### src/sv/iir_tdf2_pkg.sv
// Shared widths, codes and control/status types of the IIR filter.
package iir_tdf2_pkg;

	localparam int MAX_ORDER_DEF = 16;

	localparam int MODE_W   = 2;
	localparam int SAMPLE_W = 16;
	localparam int IDX_W    = 5;
	localparam int COEF_W   = 32;
	localparam int ORDER_W  = 5;
	localparam int STATE_W  = 48;
	localparam int COEF_FRAC = 28;

	localparam int SAMPLE_MAX = 32767;
	localparam int SAMPLE_MIN = -32768;

	localparam logic [MODE_W-1:0] MODE_SAMPLE   = 2'd0;
	localparam logic [MODE_W-1:0] MODE_LOAD_NUM = 2'd1;
	localparam logic [MODE_W-1:0] MODE_LOAD_DEN = 2'd2;

	typedef struct packed {
		logic capture;
		logic wr_num;
		logic wr_den;
		logic issue;
		logic head;
		logic last;
		logic load_out;
	} ctl_cmd_t;

	typedef struct packed {
		logic head_ready;
		logic busy;
		logic out_free;
	} dp_stat_t;

endpackage

### src/sv/iir_tdf2_ctrl.sv
// Sequencer of the IIR filter: input handshake, order register and tap pass control.
module iir_tdf2_ctrl #(
	parameter int MAX_ORDER = iir_tdf2_pkg::MAX_ORDER_DEF
) (
	input  logic                                clk,
	input  logic                                arst_n,
	input  logic                                in_valid,
	output logic                                in_stall,
	input  logic [iir_tdf2_pkg::MODE_W-1:0]     mode,
	input  logic                                cfg_we,
	input  logic [iir_tdf2_pkg::ORDER_W-1:0]    filter_order,
	input  iir_tdf2_pkg::dp_stat_t              stat,
	output iir_tdf2_pkg::ctl_cmd_t              cmd,
	output logic [$clog2(MAX_ORDER+1)-1:0]      tap
);
	import iir_tdf2_pkg::*;

	localparam int AW = $clog2(MAX_ORDER + 1);

	typedef enum logic [2:0] {
		S_IDLE,
		S_HEAD,
		S_HWAIT,
		S_OUTPUT,
		S_TAPS,
		S_DRAIN
	} state_t;

	state_t               state_q;
	logic [ORDER_W-1:0]   order_q;
	logic [AW-1:0]        n_c;
	logic [AW-1:0]        tap_q;
	logic                 issue_q;
	logic                 head_q;
	logic                 last_q;
	logic                 accept;

	// order 0 runs as 1, anything above the build limit runs at the limit
	always_comb begin
		if (order_q == '0) begin
			n_c = AW'(1);
		end else if (int'(order_q) > MAX_ORDER) begin
			n_c = AW'(MAX_ORDER);
		end else begin
			n_c = AW'(order_q);
		end
	end

	assign in_stall     = (state_q != S_IDLE);
	assign accept       = in_valid && !in_stall;
	assign cmd.capture  = accept && (mode == MODE_SAMPLE);
	assign cmd.wr_num   = accept && (mode == MODE_LOAD_NUM);
	assign cmd.wr_den   = accept && (mode == MODE_LOAD_DEN);
	assign cmd.issue    = issue_q;
	assign cmd.head     = head_q;
	assign cmd.last     = last_q;
	assign cmd.load_out = (state_q == S_OUTPUT) && stat.out_free;
	assign tap          = tap_q;

	always_ff @(posedge clk or negedge arst_n) begin
		if (!arst_n) begin
			state_q <= S_IDLE;
			order_q <= ORDER_W'(1);
			issue_q <= 1'b0;
			head_q  <= 1'b0;
			last_q  <= 1'b0;
			tap_q   <= '0;
		end else begin
			if (cfg_we) begin
				order_q <= filter_order;
			end
			case (state_q)
				S_IDLE: begin
					if (cmd.capture) begin
						state_q <= S_HEAD;
						issue_q <= 1'b1;
						head_q  <= 1'b1;
						last_q  <= 1'b0;
						tap_q   <= '0;
					end
				end
				S_HEAD: begin
					issue_q <= 1'b0;
					head_q  <= 1'b0;
					state_q <= S_HWAIT;
				end
				S_HWAIT: begin
					if (stat.head_ready) begin
						state_q <= S_OUTPUT;
					end
				end
				S_OUTPUT: begin
					if (stat.out_free) begin
						state_q <= S_TAPS;
						issue_q <= 1'b1;
						tap_q   <= AW'(1);
						last_q  <= (n_c == AW'(1));
					end
				end
				S_TAPS: begin
					if (last_q) begin
						issue_q <= 1'b0;
						last_q  <= 1'b0;
						state_q <= S_DRAIN;
					end else begin
						tap_q  <= tap_q + AW'(1);
						last_q <= ((tap_q + AW'(1)) == n_c);
					end
				end
				S_DRAIN: begin
					if (!stat.busy) begin
						state_q <= S_IDLE;
					end
				end
				default: begin
					state_q <= S_IDLE;
				end
			endcase
		end
	end

endmodule

### config.mk
export PLATFORM = sky130hd
export DESIGN_NAME = iir_tdf2_ctrl
export DESIGN_NICKNAME = d
export VERILOG_FILES = /design/src/sv/iir_tdf2_pkg.sv /design/src/sv/iir_tdf2_ctrl.sv
export SDC_FILE = /design/constraint.sdc
export NUM_CORES = 1
export LEC_CHECK = 0
export BUFFER_PORTS_ARGS = -buffer_cell sky130_fd_sc_hd__buf_4
export CORE_MARGIN = 2
export CORE_UTILIZATION = 50
export CTS_CLUSTER_DIAMETER = 80
export DETAILED_ROUTE_END_ITERATION = 6
export PLACE_DENSITY = 0.77
export SKIP_CTS_REPAIR_TIMING = 1
export SLEW_MARGIN = 5
export SYNTH_ARGS = -nofsm -noshare
export SYNTH_HDL_FRONTEND = slang
export SYNTH_SLANG_ARGS = --single-unit
### constraint.sdc
create_clock -name clk -period 4.85 [get_ports clk]
set_input_delay 0.97 -clock clk [delete_from_list [all_inputs] [get_ports clk]]
set_output_delay 0.97 -clock clk [all_outputs]
set_load 0.05 [all_outputs]
### Yosys cells after proc, flatten, opt, wreduce, memory -nomap -nowiden

Index checks and enable logic that the tools add are counted.

* register bits: 16
* latch bits: 0
* bits in writable memories: 0
* ROM bits: 0
* input bits: 14
* output and inout bits: 13
* logic and storage cells: 62
* memories kept: 0

* add/subtract/negate cells: 1
* $mul: 0
* div/mod/pow operators: 0
* $lt $le $gt $ge: 1
* equal/unequal tests: 15
* shift-type cells: 0
* multiplexer cells: 21
* bitwise operators: 0
* reduce and logical (&&, ||, !) cells: 18

Operators with widths (count)
* $mux W5: 5
* $pmux W3 S6: 1
* $mux W3: 5
* $pmux W5 S3: 1
* $ne A2 B2 Y1 const B: 6
* $reduce_and A4 Y1: 2
* $eq A3 B2 Y1 const B: 2
* $eq A3 B3 Y1 const B: 2
* $mux W1: 6
* $reduce_bool A3 Y1: 2
* $add A5 B1 Y5 const B: 1
* $eq A5 B1 Y1 const B: 1
* $eq A5 B5 Y1: 1
* $gt A5 B5 Y1 const B: 1
* $logic_and A1 B1 Y1: 5
* $logic_not A5 Y1: 1
* $reduce_and A5 Y1: 1
* $pmux W1 S4: 1
* $reduce_bool A4 Y1: 1
* $eq A3 B1 Y1 const B: 1
* $logic_not A3 Y1: 1
* $pmux W1 S3: 1
* $reduce_and A3 Y1: 1
* $eq A2 B1 Y1 const B: 1
* 6 further kinds: 6

### Longest topological paths before layout

* word-level depth: 6
* mapped depth: 6
* mapped depth without buffers: 6

### Least setup slack after synthesis

OpenSTA, ideal clock, no wires.

* path type: register to output
* from: register state_q[0]
* to: output port cmd[4] in the netlist's numbering
* arrival time: 2315 ps
* data required time: 3880 ps
* path slack: 1565 ps
* stages on the path, launching flop included: 4
* cell sequence: dfrtp_1 > buf_2 > or3_1 > nor3_1

RTL lines
* start, declared: line iir_tdf2_ctrl.sv:29 `state_t state_q;`
* start signal, assigned: line iir_tdf2_ctrl.sv:62 `state_q <= S_IDLE;`
* start signal, assigned: line iir_tdf2_ctrl.sv:75 `state_q <= S_HEAD;`
* start signal, assigned: line iir_tdf2_ctrl.sv:85 `state_q <= S_HWAIT;`
* end, declared: line iir_tdf2_ctrl.sv:13 `output iir_tdf2_pkg::ctl_cmd_t cmd,`

==> qor.txt <==
outcome -> finished, final reports clean
fin worst setup slack -> 2.07 ns
period utilization -> 57.3%
Simple-Gate Fraction of Synth Area -> 24.6%
DR WL/cell -> 12.8 um
worst-skew pair later-pin latency -> 0.29 ns
pin count of the biggest net entering global routing -> 18
Max Cap Viol -> 0
Tmin final -> 2.78 ns
Synth cell types -> 38
Worst Tran Pin Value -> 0.522 ns
# H-tree levels -> 1
CTS tree -> yes
multiplexer area fraction after synthesis -> 8.21%
post-synthesis adder-cell area fraction -> 1.26%
Max stage delay cell, worst path -> dfrtp_1
M3 GR Usage -> 3.40%
Lkg Pwr -> 0.555 nW
syn nets -> 122
post-DR vias/cell -> 5.46
vias in the first global route -> 832
drt first-iter violations -> 30
Tot GR Track Use -> 18.4%
CP startpoint kind -> register
final net count -> 147
met2 usage in global routing -> 30.6%
worst path bufs/invs -> 1
delay-heaviest family, CP -> simple AND/OR/NAND/NOR gates
routability cong. -> 0.843
Max Clock Skew -> 0.000323 ns
max-slew violations -> 0
core area -> 1920 um^2
Syn. warnings -> 0
worst ir drop on vdd -> 0.000403 V
post-DP HPWL -> 1520 um
aggregate routed wire length -> 2030 um
number of core rows -> 16
Crit Path Category -> reg -> out
FFs w/ async S/R, synth -> 100%
TNS Setup -> 0 ns
first-pass GRT wire length -> 3480 um
Die W -> 48.5 um
Finish-stage setup viols -> 0
critical path capture point type -> primary output
antenna violations before repair -> 0
CTS buffer count -> 3
share of layout cells above drive strength 1 -> 33.6%
RSZ-0062 raised after global routing -> no
largest family of logic cells by synthesized area -> simple AND/OR/NAND/NOR gates
worst r2r src -> tap[0]
Synth Area in Compound Gates -> 15.8%
Crit. Startpoint -> state_q[2]
GR peak layer -> met2
DIE HEIGHT -> 48.5 um
Hold Fails Final Rpt -> 0
fmax -> 0.360 GHz
Placed Instance Area -> 1180 um^2
n_diodes -> 0
EDFF count, synth -> 0
# DRC -> 0
worst min-delay path class -> in -> async
Slew headroom -> 65.2%
Critical Path AT -> 1.81 ns
cell area after layout -> 1220 um^2
global route overflow -> 0
met1 Use GR -> 25.2%
IO buf count -> 26
Post-DRT Antenna Nets -> 0
Sink Count -> 16
Clock Path Buffers -> 2
clk slew on worst S/H paths -> 0.10 ns
crit path max fanout -> 17
Place WS -> 2.25 ns
pwr dens -> 525 nW/um^2
first-pass detailed-route iteration total -> 4
Starting Density -> 51.6%
Die ar. -> 2350 um^2
Clock Tree Root -> clkbuf_4
Synth Flop Type -> dfrtp_1
Synth Cell Area -> 991 um^2
IO Pins -> 27
area grow syn2layout -> 23.1%
slowest stage delay, CP -> 0.58 ns
Worst Path Required -> 3.88 ns
synthesis-stage register bit count -> 16
Post-Synth XOR/XNOR Area -> 5.18%
crit-path cells -> or3_1, nor3_1, buf_4
DR vias -> 862
Synth Instances -> 107
register area share after synthesis -> 40.5%
Avg Cell Area, Syn -> 9.26 um^2
where the power goes:
group | leakage, nW | switching (mW) | total (mW) | internal [mW]
Sequential | 0.201 | 0.0651 | 0.233 | 0.168
Clock | 0.0210 | 0.0461 | 0.0919 | 0.0458
Combinational | 0.333 | 0.193 | 0.316 | 0.123
Total | 0.555 | 0.304 | 0.641 | 0.337
flip-flops by register name, indices dropped and copies added, names as in the netlist:
| name | flops |
|---|---|
| order_q | 5 |
| tap | 5 |
| state_q | 3 |
| head_q | 1 |
| issue_q | 1 |
| last_q | 1 |
cell usage in the layout (no fill, tap or decap), types with 2 or more instances in the layout:
cell type and count:
nor3_1 3, nor2b_1 2, a31oi_1 2, mux2_2 5, nor2_1 13, nor2_2 2
or3_1 2, nand3b_1 4, xor2_1 2, nand3_1 5, clkbuf_4 3, a21oi_1 6
nand2_1 10, xnor2_1 2, inv_1 2, o21ai_0 7, buf_4 26, dfrtp_1 15
layout make-up:
cell class / instances / area (um^2)
Inverter: 2 / 7.51
Tap cell: 27 / 33.8
Clock buffer: 4 / 36.3
Sequential cell: 16 / 402
Fill cell: 168 / 702
Multi-Input combinational cell: 83 / 546
Timing Repair Buffer: 26 / 195
synthesized netlist by cell type (2+ instances only):
cell | n | area [um^2]
xor2_1 | 2 | 17.5
inv_1 | 2 | 7.51
nor2b_1 | 2 | 12.5
xnor2_1 | 2 | 17.5
dfrtp_1 | 15 | 375
o21ai_0 | 7 | 35.0
mux2_2 | 5 | 56.3
or3_1 | 2 | 12.5
buf_4 | 3 | 22.5
buf_2 | 2 | 10.0
a21oi_1 | 6 | 30.0
nand3_1 | 5 | 25.0
nand3b_1 | 4 | 30.0
nor3_1 | 3 | 15.0
nor2_2 | 2 | 12.5
nor2_1 | 13 | 48.8
a31oi_1 | 2 | 12.5
nand2_1 | 10 | 37.5
routing by layer:
layer  up-vias  wire length, um
met3         2              108
met2        29              958
li1        429                -
met5         -                0
met1       402              945
met4         0               13
worst register-to-register path: stages, from the launching register on:
cell and delay, ns:
dfrtp_1 0.47, ha_1 0.28, xor2_1 0.18, or3_1 0.35
a21oi_1 0.13, o211ai_1 0.11, o211ai_2 0.17
final timing paths:
| check | to | slack, ns | depth (start not counted) |
|---|---|---|---|
| setup / recovery | cmd[4] | 2.07 | 3 |
| hold / removal | tap[2] | 0.51 | 1 |
| setup reg to reg | last_q | 3.09 | 6 |
| hold reg to reg | head_q | 0.55 | 2 |
| max in group asynchronous | order_q[0] | 4.09 | 1 |
| min in group clk | head_q | 0.55 | 2 |
logic make-up after synthesis:
family                   Yosys count
AO/OA/AOI/OAI                     24
adder cells (fa/ha/maj)            1
buffers and inverters              8
AND/OR/NAND/NOR                   46
XOR/XNOR                           5
multiplexers                       7
flip-flops                        16
per-stage QoR:
step	hold WS, ns	util, %	std cells	total power [mW]
2_1_floorplan	0.492	-	107	0.483
3_3_place_gp	0.518	61.6	154	0.543
3_5_place_dp	0.528	61.6	154	0.550
4_1_cts	0.521	63.5	158	0.640
5_1_grt	0.517	63.5	158	0.681
6_report	0.514	63.5	158	0.641
Note: power is estimated with default switching activity, not from simulation.
